===== src/design/current_sense_conditioner_top_assert.svh =====
// assertion macros for the current sense conditioner
`ifndef CURRENT_SENSE_CONDITIONER_TOP_ASSERT_SVH
`define CURRENT_SENSE_CONDITIONER_TOP_ASSERT_SVH

// same-cycle implication
`define CSC_ASSERT_IMPL(lbl, pre, post) \
  lbl: assert property (@(posedge clk_i) disable iff (!rst_ni) (pre) |-> (post)) \
    else $error("current sense conditioner assertion failed");

// next-cycle implication
`define CSC_ASSERT_NEXT(lbl, pre, post) \
  lbl: assert property (@(posedge clk_i) disable iff (!rst_ni) (pre) |=> (post)) \
    else $error("current sense conditioner assertion failed");

`endif


===== src/design/csc_pkg.sv =====
// shared types and constants of the current sense conditioner
package csc_pkg;

  localparam int unsigned CHANNELS = 4;
  localparam int unsigned CH_W = (CHANNELS > 1) ? $clog2(CHANNELS) : 1;

  localparam logic signed [25:0] STEP_LIMIT = 26'sd983040;
  localparam logic signed [15:0] K_PRED     = 16'sd19661;
  localparam logic signed [15:0] K_FIRST    = 16'sd9830;
  localparam logic signed [15:0] K_SECOND   = 16'sd6554;
  localparam logic signed [41:0] RND_HALF   = 42'sd32768;

  localparam logic [2:0] REG_AMPS  = 3'd0;
  localparam logic [2:0] REG_OFF0  = 3'd1;
  localparam logic [2:0] REG_OFF1  = 3'd2;
  localparam logic [2:0] REG_OFF2  = 3'd3;
  localparam logic [2:0] REG_OFF3  = 3'd4;
  localparam logic [2:0] REG_LIMIT = 3'd5;
  localparam logic [2:0] REG_TRIP  = 3'd6;

  typedef enum logic [3:0] {
    S_IDLE,
    S_MUL,
    S_CLAMP,
    S_STEP,
    S_PRED,
    S_USED,
    S_E1M,
    S_E1,
    S_E2M,
    S_E2,
    S_SLM,
    S_SL,
    S_SRM,
    S_SR,
    S_WB
  } state_e;

  typedef struct packed {
    state_e stage;
    logic   start;
    logic   wb;
  } ctrl_t;

  typedef struct packed {
    logic signed [24:0] prev;
    logic signed [24:0] slope;
    logic signed [24:0] first;
    logic signed [24:0] second;
    logic [7:0]         trip;
  } entry_t;

  typedef struct packed {
    logic signed [24:0] speed_right;
    logic signed [24:0] speed_left;
    logic               overcurrent_fault;
    logic [7:0]         over_count;
    logic signed [24:0] filtered_current;
    logic signed [24:0] smoothed_current;
    logic signed [24:0] used_current;
    logic [1:0]         channel;
  } res_t;

endpackage


===== src/design/current_sense_conditioner_top.sv =====
// current sense conditioner top level: config registers, output register, assertions
// one word at a time: a word is accepted only while idle, and write-back, which waits
//   for a free output, must end first; set by the read-modify-write of the per-channel
//   state memory and the shared multiplier that steps through the filter chain
// reset clears control, loads register defaults and clears all channel state at once
//   through the state memory valid bits; no clearing pass is needed
`include "current_sense_conditioner_top_assert.svh"

module current_sense_conditioner_top (
  input  logic          clk_i,
  input  logic          rst_ni,
  input  logic          s_axis_tvalid,
  output logic          s_axis_tready,
  input  logic [15:0]   s_axis_tdata,  // sample_count
  output logic          m_axis_tvalid,
  input  logic          m_axis_tready,
  // channel, used_current, smoothed_current, filtered_current, over_count,
  // overcurrent_fault, speed_left, speed_right
  output logic [135:0]  m_axis_tdata,
  input  logic          cfg_we_i,
  input  logic [2:0]    cfg_addr_i,
  input  logic [63:0]   cfg_wdata_i
);

  logic [23:0]        apc_q;
  logic signed [24:0] off_q [4];
  logic [23:0]        lim_q;
  logic [63:0]        trip_q;

  csc_pkg::ctrl_t           ctrl;
  logic [csc_pkg::CH_W-1:0] ch_ptr;
  logic [1:0]               q;
  csc_pkg::entry_t          rd_ent, wr_ent;
  csc_pkg::res_t            res, out_res_q;
  logic                     out_valid_q, out_free, fault;
  logic signed [24:0]       lim_s;

  always_ff @(posedge clk_i or negedge rst_ni) begin
    if (!rst_ni) begin
      apc_q  <= '0;
      off_q  <= '{default: '0};
      lim_q  <= 24'hFFFFFF;
      trip_q <= '1;
    end else if (cfg_we_i) begin
      case (cfg_addr_i)
        csc_pkg::REG_AMPS:  apc_q <= cfg_wdata_i[23:0];
        csc_pkg::REG_OFF0:  off_q[0] <= cfg_wdata_i[24:0];
        csc_pkg::REG_OFF1:  off_q[1] <= cfg_wdata_i[24:0];
        csc_pkg::REG_OFF2:  off_q[2] <= cfg_wdata_i[24:0];
        csc_pkg::REG_OFF3:  off_q[3] <= cfg_wdata_i[24:0];
        csc_pkg::REG_LIMIT: lim_q <= cfg_wdata_i[23:0];
        csc_pkg::REG_TRIP:  trip_q <= cfg_wdata_i;
        default: ;
      endcase
    end
  end

  assign q        = 2'(ch_ptr);
  assign out_free = !out_valid_q || m_axis_tready;

  csc_ctrl u_ctrl (
    .clk_i      (clk_i),
    .rst_ni     (rst_ni),
    .in_valid_i (s_axis_tvalid),
    .out_free_i (out_free),
    .fault_i    (fault),
    .in_ready_o (s_axis_tready),
    .ctrl_o     (ctrl),
    .ch_o       (ch_ptr)
  );

  csc_state_mem u_mem (
    .clk_i     (clk_i),
    .rst_ni    (rst_ni),
    .rd_en_i   (ctrl.start),
    .rd_addr_i (ch_ptr),
    .wr_en_i   (ctrl.wb),
    .wr_addr_i (ch_ptr),
    .wr_data_i (wr_ent),
    .rd_data_o (rd_ent)
  );

  csc_datapath u_dp (
    .clk_i            (clk_i),
    .rst_ni           (rst_ni),
    .ctrl_i           (ctrl),
    .ch_i             (ch_ptr),
    .sample_count_i   (s_axis_tdata),
    .amps_per_count_i (apc_q),
    .offset_i         (off_q[q]),
    .limit_i          (lim_q),
    .trip_level_i     (trip_q[{q, 4'b0} +: 16]),
    .ent_i            (rd_ent),
    .ent_o            (wr_ent),
    .res_o            (res),
    .fault_o          (fault)
  );

  always_ff @(posedge clk_i or negedge rst_ni) begin
    if (!rst_ni) begin
      out_valid_q <= 1'b0;
    end else if (ctrl.wb) begin
      out_valid_q <= 1'b1;
    end else if (m_axis_tready) begin
      out_valid_q <= 1'b0;
    end
  end

  always_ff @(posedge clk_i) begin
    if (ctrl.wb) out_res_q <= res;
  end

  assign m_axis_tvalid = out_valid_q;
  assign m_axis_tdata  = out_res_q;
  assign lim_s         = $signed({1'b0, lim_q});

  `CSC_ASSERT_IMPL(a_fault_matches_count, m_axis_tvalid, out_res_q.overcurrent_fault == (out_res_q.over_count >= 8'd3))
  `CSC_ASSERT_NEXT(a_one_word_in_flight, s_axis_tvalid && s_axis_tready, !s_axis_tready)
  `CSC_ASSERT_IMPL(a_used_within_limit, m_axis_tvalid, out_res_q.used_current <= lim_s && out_res_q.used_current >= -lim_s)
  `CSC_ASSERT_NEXT(a_pointer_holds_on_fault, ctrl.wb && fault, ch_ptr == $past(ch_ptr))

endmodule


===== src/design/csc_state_mem.sv =====
// per-channel state memory with valid bits and registered read
module csc_state_mem (
  input  logic                     clk_i,
  input  logic                     rst_ni,
  input  logic                     rd_en_i,
  input  logic [csc_pkg::CH_W-1:0] rd_addr_i,
  input  logic                     wr_en_i,
  input  logic [csc_pkg::CH_W-1:0] wr_addr_i,
  input  csc_pkg::entry_t          wr_data_i,
  output csc_pkg::entry_t          rd_data_o
);

  csc_pkg::entry_t                  mem [csc_pkg::CHANNELS];
  logic [csc_pkg::CHANNELS-1:0]     valid_q;
  csc_pkg::entry_t                  rd_data_q;

  always_ff @(posedge clk_i) begin
    if (wr_en_i) begin
      mem[wr_addr_i] <= wr_data_i;
    end
    if (rd_en_i) begin
      rd_data_q <= valid_q[rd_addr_i] ? mem[rd_addr_i] : '0;
    end
  end

  always_ff @(posedge clk_i or negedge rst_ni) begin
    if (!rst_ni) begin
      valid_q <= '0;
    end else if (wr_en_i) begin
      valid_q[wr_addr_i] <= 1'b1;
    end
  end

  assign rd_data_o = rd_data_q;

endmodule


===== src/design/csc_ctrl.sv =====
// sequencer and channel pointer
module csc_ctrl (
  input  logic                     clk_i,
  input  logic                     rst_ni,
  input  logic                     in_valid_i,
  input  logic                     out_free_i,
  input  logic                     fault_i,
  output logic                     in_ready_o,
  output csc_pkg::ctrl_t           ctrl_o,
  output logic [csc_pkg::CH_W-1:0] ch_o
);

  csc_pkg::state_e           state_q, state_d;
  logic [csc_pkg::CH_W-1:0]  ptr_q, ptr_d;
  logic                      start, wb;

  always_ff @(posedge clk_i or negedge rst_ni) begin
    if (!rst_ni) begin
      state_q <= csc_pkg::S_IDLE;
      ptr_q   <= '0;
    end else begin
      state_q <= state_d;
      ptr_q   <= ptr_d;
    end
  end

  always_comb begin
    state_d = state_q;
    ptr_d   = ptr_q;
    start   = 1'b0;
    wb      = 1'b0;
    case (state_q)
      csc_pkg::S_IDLE: begin
        start = in_valid_i;
        if (in_valid_i) state_d = csc_pkg::S_MUL;
      end
      csc_pkg::S_MUL:   state_d = csc_pkg::S_CLAMP;
      csc_pkg::S_CLAMP: state_d = csc_pkg::S_STEP;
      csc_pkg::S_STEP:  state_d = csc_pkg::S_PRED;
      csc_pkg::S_PRED:  state_d = csc_pkg::S_USED;
      csc_pkg::S_USED:  state_d = csc_pkg::S_E1M;
      csc_pkg::S_E1M:   state_d = csc_pkg::S_E1;
      csc_pkg::S_E1:    state_d = csc_pkg::S_E2M;
      csc_pkg::S_E2M:   state_d = csc_pkg::S_E2;
      csc_pkg::S_E2:    state_d = csc_pkg::S_SLM;
      csc_pkg::S_SLM:   state_d = csc_pkg::S_SL;
      csc_pkg::S_SL:    state_d = csc_pkg::S_SRM;
      csc_pkg::S_SRM:   state_d = csc_pkg::S_SR;
      csc_pkg::S_SR:    state_d = csc_pkg::S_WB;
      csc_pkg::S_WB: begin
        if (out_free_i) begin
          wb      = 1'b1;
          state_d = csc_pkg::S_IDLE;
          if (!fault_i) begin
            ptr_d = (ptr_q == csc_pkg::CH_W'(csc_pkg::CHANNELS - 1)) ? '0 : ptr_q + 1'b1;
          end
        end
      end
      default: state_d = csc_pkg::S_IDLE;
    endcase
  end

  assign in_ready_o   = (state_q == csc_pkg::S_IDLE);
  assign ctrl_o.stage = state_q;
  assign ctrl_o.start = start;
  assign ctrl_o.wb    = wb;
  assign ch_o         = ptr_q;

endmodule


===== src/design/csc_datapath.sv =====
// arithmetic of one sample: scale, clamp, spike limit, slope filter, emas, trip count
module csc_datapath (
  input  logic                     clk_i,
  input  logic                     rst_ni,
  input  csc_pkg::ctrl_t           ctrl_i,
  input  logic [csc_pkg::CH_W-1:0] ch_i,
  input  logic signed [15:0]       sample_count_i,
  input  logic [23:0]              amps_per_count_i,
  input  logic signed [24:0]       offset_i,
  input  logic [23:0]              limit_i,
  input  logic [15:0]              trip_level_i,
  input  csc_pkg::entry_t          ent_i,
  output csc_pkg::entry_t          ent_o,
  output csc_pkg::res_t            res_o,
  output logic                     fault_o
);

  logic signed [15:0] count_q;
  logic signed [40:0] prod_q;
  logic signed [41:0] mul_q;
  logic signed [24:0] a_q, slope_q, used_q, first_q, second_q;
  logic signed [24:0] sec0_q, sec1_q, sl_q, sr_q;
  logic [7:0]         cnt_q;
  logic               fault_q;

  logic signed [32:0] scaled;
  logic signed [33:0] ofs_sub, lim34;
  logic signed [24:0] a_clamp;
  logic signed [25:0] d, dlim, a_new;
  logic signed [26:0] sdiff;
  logic signed [24:0] slope_new;
  logic signed [25:0] rnd;
  logic signed [26:0] pred;
  logic signed [27:0] sum3;
  logic signed [25:0] used_raw, lim26;
  logic signed [24:0] used_new;
  logic signed [25:0] mul_a;
  logic signed [15:0] mul_k;
  logic signed [24:0] tgt0, tgt1;
  logic [24:0]        mag;
  logic               over;
  logic [7:0]         cnt_new;

  always_comb begin
    scaled  = 33'((prod_q + 41'sd128) >>> 8);
    ofs_sub = 34'(scaled) - 34'(offset_i);
    lim34   = $signed({10'b0, limit_i});
    if (ofs_sub > lim34) a_clamp = 25'(lim34);
    else if (ofs_sub < -lim34) a_clamp = 25'(-lim34);
    else a_clamp = 25'(ofs_sub);

    d = 26'(a_q) - 26'(ent_i.prev);
    if (d > csc_pkg::STEP_LIMIT) dlim = csc_pkg::STEP_LIMIT;
    else if (d < -csc_pkg::STEP_LIMIT) dlim = -csc_pkg::STEP_LIMIT;
    else dlim = d;
    a_new     = 26'(ent_i.prev) + dlim;
    sdiff     = 27'(dlim) - 27'(ent_i.slope);
    slope_new = 25'(27'(ent_i.slope) + (sdiff >>> 2));

    rnd      = 26'((mul_q + csc_pkg::RND_HALF) >>> 16);
    pred     = 27'(a_q) + 27'(rnd);
    sum3     = 28'(a_q) + 28'(a_q) + 28'(a_q) + 28'(pred);
    used_raw = 26'(sum3 >>> 2);
    lim26    = $signed({2'b0, limit_i});
    if (used_raw > lim26) used_new = 25'(lim26);
    else if (used_raw < -lim26) used_new = 25'(-lim26);
    else used_new = 25'(used_raw);

    tgt0 = (ch_i == csc_pkg::CH_W'(0)) ? second_q : sec0_q;
    tgt1 = (ch_i == csc_pkg::CH_W'(1)) ? second_q : sec1_q;

    mul_a = 26'(slope_q);
    mul_k = csc_pkg::K_PRED;
    case (ctrl_i.stage)
      csc_pkg::S_E1M: begin
        mul_a = 26'(used_q) - 26'(ent_i.first);
        mul_k = csc_pkg::K_FIRST;
      end
      csc_pkg::S_E2M: begin
        mul_a = 26'(first_q) - 26'(ent_i.second);
        mul_k = csc_pkg::K_SECOND;
      end
      csc_pkg::S_SLM: begin
        mul_a = 26'(tgt0) - 26'(sl_q);
        mul_k = csc_pkg::K_SECOND;
      end
      csc_pkg::S_SRM: begin
        mul_a = 26'(tgt1) - 26'(sr_q);
        mul_k = csc_pkg::K_SECOND;
      end
      default: begin
        mul_a = 26'(slope_q);
        mul_k = csc_pkg::K_PRED;
      end
    endcase

    mag  = used_q[24] ? 25'(-used_q) : 25'(used_q);
    over = mag > {1'b0, trip_level_i, 8'b0};
    if (!over) cnt_new = '0;
    else if (ent_i.trip == 8'hFF) cnt_new = ent_i.trip;
    else cnt_new = ent_i.trip + 8'd1;
  end

  always_ff @(posedge clk_i) begin
    if (ctrl_i.start) count_q <= sample_count_i;
    case (ctrl_i.stage)
      csc_pkg::S_MUL:   prod_q <= count_q * $signed({1'b0, amps_per_count_i});
      csc_pkg::S_CLAMP: a_q <= a_clamp;
      csc_pkg::S_STEP: begin
        a_q     <= 25'(a_new);
        slope_q <= slope_new;
      end
      csc_pkg::S_USED: used_q <= used_new;
      csc_pkg::S_E1:   first_q <= 25'(26'(ent_i.first) + rnd);
      csc_pkg::S_E2: begin
        second_q <= 25'(26'(ent_i.second) + rnd);
        cnt_q    <= cnt_new;
        fault_q  <= over && (cnt_new >= 8'd3);
      end
      default: ;
    endcase
    if (ctrl_i.stage == csc_pkg::S_PRED || ctrl_i.stage == csc_pkg::S_E1M ||
        ctrl_i.stage == csc_pkg::S_E2M || ctrl_i.stage == csc_pkg::S_SLM ||
        ctrl_i.stage == csc_pkg::S_SRM) begin
      mul_q <= mul_a * mul_k;
    end
  end

  always_ff @(posedge clk_i or negedge rst_ni) begin
    if (!rst_ni) begin
      sl_q   <= '0;
      sr_q   <= '0;
      sec0_q <= '0;
      sec1_q <= '0;
    end else begin
      if (ctrl_i.stage == csc_pkg::S_SL) sl_q <= 25'(26'(sl_q) + rnd);
      if (ctrl_i.stage == csc_pkg::S_SR) sr_q <= 25'(26'(sr_q) + rnd);
      if (ctrl_i.wb && ch_i == csc_pkg::CH_W'(0)) sec0_q <= second_q;
      if (ctrl_i.wb && ch_i == csc_pkg::CH_W'(1)) sec1_q <= second_q;
    end
  end

  assign ent_o.prev   = a_q;
  assign ent_o.slope  = slope_q;
  assign ent_o.first  = first_q;
  assign ent_o.second = second_q;
  assign ent_o.trip   = cnt_q;

  assign res_o.channel           = 2'(ch_i);
  assign res_o.used_current      = used_q;
  assign res_o.smoothed_current  = first_q;
  assign res_o.filtered_current  = second_q;
  assign res_o.over_count        = cnt_q;
  assign res_o.overcurrent_fault = fault_q;
  assign res_o.speed_left        = sl_q;
  assign res_o.speed_right       = sr_q;
  assign fault_o                 = fault_q;

endmodule

===== config.mk =====
export PLATFORM = sky130hd
export DESIGN_NAME = current_sense_conditioner_top
export DESIGN_NICKNAME = d
export VERILOG_FILES = /design/src/design/csc_pkg.sv /design/src/design/current_sense_conditioner_top.sv /design/src/design/csc_state_mem.sv /design/src/design/csc_ctrl.sv /design/src/design/csc_datapath.sv
export VERILOG_INCLUDE_DIRS = /design/src /design/src/design
export SDC_FILE = /design/constraint.sdc
export NUM_CORES = 2
export LEC_CHECK = 0
export ABC_AREA = 1
export BUFFER_PORTS_ARGS = -buffer_cell sky130_fd_sc_hd__buf_2
export CAP_MARGIN = 15
export CELL_PAD_IN_SITES_DETAIL_PLACEMENT = 0
export CELL_PAD_IN_SITES_GLOBAL_PLACEMENT = 1
export CORE_MARGIN = 2
export CORE_UTILIZATION = 53
export CTS_CLUSTER_DIAMETER = 150
export CTS_CLUSTER_SIZE = 30
export DETAILED_ROUTE_END_ITERATION = 8
export PLACE_DENSITY_LB_ADDON = 0.1
export SLEW_MARGIN = 20
export SYNTH_ARGS = -nofsm -noshare
export SYNTH_HDL_FRONTEND = slang
export SYNTH_HIERARCHICAL = 1
export SYNTH_SLANG_ARGS = --single-unit

===== constraint.sdc =====
create_clock -name clk_i -period 15.2 [get_ports clk_i]
set_input_delay 0.76 -clock clk_i [delete_from_list [all_inputs] [get_ports clk_i]]
set_output_delay 0.76 -clock clk_i [all_outputs]
set_load 0.005 [all_outputs]

* Word-level counts from Yosys, hierarchy flattened
Memories as Yosys holds them, arrays and structs flattened. A register that Yosys moved wholly into a read port is not among the register bits. Index checks and enable logic that the tools add are counted.
Word-level totals: bits of input ports 88, register bits 692, memories 1, bits in writable memories 432
Cells by class: bitwise logic cells 3, $add $sub $neg 24, shift-type cells 1, muxes and demuxes 32, eq/ne operators 25, magnitude comparators 11, $mul 2, reduce and logical (&&, ||, !) cells 26
Memories:
- u_mem.mem | words 4, width 108, read ports 1, clocked after Yosys merged registers in 1, write ports 1, line csc_state_mem.sv:13 | csc_pkg::entry_t mem [csc_pkg::CHANNELS];
Operator list (number):
- 25-bit 2-to-1 mux | 8
- 25-bit adder | 6
- 25-bit by 25-bit subtractor with 26-bit output | 5
- 26-bit case mux with 4 select lines | 1
- 64-bit by 7-bit indexed part select with 16-bit output | 1
- 4-bit case mux with 15 select lines | 1
- 26-bit 2-to-1 mux | 2
- 25-bit binary-select mux with 2-bit select | 1
- 25-bit case mux with 2 select lines | 1
- 42-bit by 17-bit adder with 42-bit output, second input constant | 1
- 26-bit by 16-bit multiplier with 42-bit output | 1
- 41-bit by 9-bit adder with 41-bit output, second input constant | 1
- 16-bit by 25-bit multiplier with 41-bit output | 1
- 34-bit by 25-bit > comparator with 1-bit output | 1
- 34-bit less-than comparator | 1
- 24-bit negator with 34-bit output | 1
- 33-bit by 25-bit subtractor with 34-bit output | 1
- 15-bit case mux with 2 select lines | 1
- 28-bit by 27-bit adder with 28-bit output | 1
- 4-bit == test, second input constant | 7
- 25-bit by 26-bit adder with 27-bit output | 1
- 26-bit by 25-bit adder with 27-bit output | 1
- 26-bit by 25-bit subtractor with 27-bit output | 1
- 25-bit by 25-bit adder with 26-bit output | 1
- 43 further kinds | 77

* Longest topological paths before layout
depth in word-level cells 9, gate-level depth with buffers 54, gate-level depth less buffers 53

* Cells and area by module
The synthesis kept the hierarchy.
By module, submodules not included:
- csc_datapath | area an instance 60978.5 sq um, instances 1, cells each 8115
- csc_state_mem | area an instance 22367.7 sq um, instances 1, cells each 2055
- current_sense_conditioner_top | area an instance 14242.4 sq um, instances 1, cells each 1500
- csc_ctrl | area an instance 372.9 sq um, instances 1, cells each 51

* Least setup slack after synthesis
Ideal clock, no wire load.
path type register -> register, from reg u_ctrl.ptr_q, in the netlist u_ctrl/ch_o[0], to reg u_dp.mul_q[38] (data pin), cell stages (with the launch flop) 47, library setup time 0.259 ns, arrival time 8.606 ns, period minus slack after synthesis 8.865 ns, required time 14.941 ns, path slack 6.335 ns, cell sequence dfrtp_1 > nor2_1 > clkbuf_1 > nand2_1 > o21ai_0 > ha_1 > inv_1 > fa_1 > a21oi_1 > nor2_1 > a21oi_1 > o21bai_1 > a21boi_0 > o21bai_1 > or2_2 > nand3_1 > nand2_1 > nor2_1 > [... 11 more ...] > fa_1 > inv_1 > ha_1 > nand2_1 > nor2_1 > nand4_1 > nor4_1 > a21oi_1 > o21ai_0 > a21oi_1 > inv_1 > nand3_1 > o211ai_1 > nand2_1 > nand2_1 > nand2_1 > nand2_1 > xor2_1
On the way: longest elaborated chain between the ends 5, elaborated cells between the ends (all ways) 8, classes of those cells 2 x add/sub; 1 x mul; 1 x eq/ne; 3 x mux; 1 x reduce/logical
Ends and longest elaborated chain:
- start, declared | line csc_ctrl.sv:14 | logic [csc_pkg::CH_W-1:0] ptr_q, ptr_d;
- start signal, assigned | line csc_ctrl.sv:23 | ptr_q <= ptr_d;
- 2-bit by 1-bit == test with 1-bit output or 2-bit logical NOT (tied branches) | line csc_datapath.sv:70, csc_datapath.sv:69
- 25-bit 2-to-1 mux (on tied branches) | line csc_datapath.sv:70, csc_datapath.sv:69
- 25-bit by 25-bit subtractor with 26-bit output (on tied branches) | line csc_datapath.sv:88, csc_datapath.sv:84
- 26-bit case mux with 4 select lines (*) | line csc_datapath.sv:74 | case (ctrl_i.stage)
- 26-bit by 16-bit multiplier with 42-bit output (*) | line csc_datapath.sv:125 | mul_q <= mul_a * mul_k;
- end signal, assigned | line csc_datapath.sv:125
- end, declared | line csc_datapath.sv:20 | logic signed [41:0] mul_q;
Every way passes the cells marked *; elsewhere a longest branch is shown, timed or not. A chain may end at the register's enable or synchronous reset.

* Worst setup path in the final report
from reg u_ctrl.ptr_q, in the netlist u_ctrl/ch_o[0], to reg u_dp.mul_q[40] (data pin)
The elaborated chain is that of the path after synthesis.

==> results.json <==
{
  "status": "finished, final reports clean",
  "numCtsBuffers": 52,
  "async_flop_share": 0.2669,
  "cp.required_ns": 15.70,
  "crit_slowest_cell": "dfrtp_4",
  "grt_setup_unrepaired": "false",
  "grt_max_degree": 141,
  "synth_cell_types": 68,
  "final_core_util": 0.5637,
  "hp-start": "cfg_wdata_i[27]",
  "wl_per_cell_um": 22.11,
  "yosysTopAreaCell": "edfxtp_1",
  "setup_viol": 0,
  "initial_core_util": 0.5345,
  "clock.fmax_mhz": 92.18,
  "ys_seq_area_frac": 0.3555,
  "critical_path_class": "reg -> reg",
  "path_max_fanout": 36,
  "grt_remaining_overflow": 0,
  "synthTopCellsByCount": "nand2_1, inv_1, edfxtp_1, ha_1, nand3_1",
  "routed_wl_um": 315400,
  "drt_iter0_drc": 6646,
  "antenna_found_initial": 12,
  "critPathMaxStageDelay_ns": 0.69,
  "dieHeight_um": 433.9,
  "worstReg2RegStart": "u_ctrl/ch_o[0]",
  "worst_slew_pin_slew_ns": 1.168,
  "yosys_warnings": 6,
  "path_buf_inv": 7,
  "gp_congestion": 0.9760,
  "ys_seq_elements": 1210,
  "ys.flop_type": "edfxtp_1",
  "io_buffers": 225,
  "dieArea_mm2": 0.1883,
  "path_clk_slew_ns": 0.13,
  "cts_resized": 0,
  "avgSynthCellArea_um2": 8.358,
  "drv_slew": 0,
  "post-place-cells": 14156,
  "fill_cells": 16944,
  "ios": 226,
  "via_per_inst": 5.449,
  "grt_pass1_vias": 76231,
  "relSlewSlack": 0.2211,
  "critPathTopFamily": "adder cells",
  "skew_ns": 0.1014,
  "ys_top_cells_by_area": "edfxtp_1, fa_1, nand2_1",
  "drcViolationCount": 0,
  "report.final.hold_viol_count": 0,
  "r2r_cells": 43,
  "postSynthCellCount": 11721,
  "synth_edf_count": 887,
  "r2r_end": "u_dp/mul_q[40]",
  "critPathLaunchType": "flop",
  "chipWidth_um": 433.9,
  "max_cap_viol_count": 0,
  "whs_ns": 0.1535,
  "num_vias": 77742,
  "drive_gt1_frac": 0.05997,
  "setup-tns-final_ns": 0,
  "placementRows": 157,
  "hold_end": "trip_q[27]",
  "syn2layout_area_growth_pct": 5.455,
  "synthesis.area_mm2": 0.09796,
  "synth_nets": 13208,
  "cts_tree": "done",
  "ant_nets": 0,
  "clock_latency_ns": 0.80,
  "whs_path_depth": 3,
  "synth_top_area_share": 0.2719,
  "dr.pass1.iters": 7,
  "core_area_mm2": 0.1833,
  "final_nets": 13240,
  "post-dp-hpwl_um": 243900,
  "grt_pass1_wl_um": 471900,
  "fin_crit_ns": 10.85,
  "final_cells": 14266,
  "end_kind": "flop",
  "timing.final.crit_share": 0.7137,
  "htree_num_levels": 2,
  "rrSetupSlack_ns": 4.35,
  "hold_class": "in -> reg",
  "clk_path_buf_depth": 3,
  "cts_root_buf": "clkbuf_16",
  "numClockSinks": 1210,
  "grt_util_all_layers": 0.3362,
  "critPathArrivalTime_ns": 11.35,
  "yosysMostFrequentCell": "nand2_1"
}
[placed cells by master, fill, tap and decap left out, drive strengths merged, types with 4 or more instances in the layout]
master and n:
a31oi 45, o21bai 29, clkinv 12, o21ai 502, a21oi 590, xnor2 105, dfstp 88, xor2 237
o221ai 13, dfrtp 235, ha 715, a21o 33, nor2 504, edfxtp 887, nor3 104, o21a 26
o2111a 5, a211oi 16, o2111ai 4, o211ai 20, nor4 26, nand3b 13, buf 334, inv 2461
nor3b 8, o31ai 6, fa 684, a21boi 13, o22ai 4, nand3 706, nand4 65, clkbuf 77
a221oi 6, or2 121, diode 12, nand2 3071, and3 7
[kinds of logic after synthesis]
group | count (synthesis) | synth area share
AO/OA/AOI/OAI | 1325 | 0.07398
XOR/XNOR | 342 | 0.03092
adder cells (fa/ha/maj) | 1399 | 0.2311
buffers and inverters | 2817 | 0.1120
flip-flops | 1210 | 0.3555
AND/OR/NAND/NOR | 4628 | 0.1964
[metrics by stage]
stage	instance area, µm²	setup slack (ns)
floorplan	97960	6.335
global placement	101400	4.060
detailed placement	101400	4.011
CTS	103200	3.904
global route	103300	3.466
finish	103300	4.352
[worst min-delay path, delay by kind of cell]
| family | cells | cell delay [ns] |
|---|---|---|
| AND/OR/NAND/NOR | 2 | 0.09 |
| buffers and inverters | 1 | 0.10 |
[metal layers]
layer  vias up  track usage  part of all wire
met5         -            0          0.000038
met4         2       0.1445             0.046
met3       502      0.04682             0.065
met2      2526       0.5552              0.47
met1     37901       0.4432              0.42
li1      36811            -                 -
[area by class of cell]
cell class / instances / area, µm² / share of cell area
flip-flops and latches: 1210 / 34840 / 0.3372
clock inverters: 14 / 299.0 / 0.002895
clock buffers: 77 / 1416 / 0.01371
multi-input cells: 7694 / 52340 / 0.5067
inverters: 2460 / 9241 / 0.08946
well taps: 2464 / 3083 / 0.02984
diodes: 12 / 30.03 / 0.0002907
repair buffers: 335 / 2059 / 0.01994
[registers in the layout (all words and copies together) (netlist names), 8 cells and up]
name and count:
u_dp/count_q 16, u_dp/second_q 25, u_dp/sl_q 25, apc_q 24
u_mem/mem 432, u_dp/sec1_q 25, u_dp/mul_q 27, u_dp/sr_q 25
trip_q 64, u_dp/cnt_q 8, u_dp/slope_q 25, u_dp/first_q 25
u_dp/prod_q 34, u_mem/rd_data_o 108, m_axis_tdata 136, lim_q 24
off_q 100, u_dp/sec0_q 25, u_dp/a_q 25, u_dp/used_q 25
[how the worst max path moves through the flow]
stage / from / endpoint / slack, ns / cells after the start
after floorplan: u_ctrl/ch_o[0] / u_dp/mul_q[38] / 6.34 / 46
after global placement: u_ctrl/ch_o[1] / u_dp/mul_q[40] / 4.06 / 42
after detailed placement: u_ctrl/ch_o[1] / u_dp/mul_q[40] / 4.01 / 43
after CTS: u_ctrl/ch_o[0] / u_dp/mul_q[40] / 3.90 / 43
after global routing: u_ctrl/ch_o[0] / u_dp/mul_q[40] / 3.47 / 47
final: u_ctrl/ch_o[0] / u_dp/mul_q[40] / 4.35 / 43
[repair_timing]
item | CTS | global route
hold buffers | 1 | 0
setup buffers | 0 | 0
endpoints found under the hold margin | 62 | 0
Power is left out: the tool's default activity adds up to more than one toggle a clock period on the data nets, which glitch-free logic cannot reach.
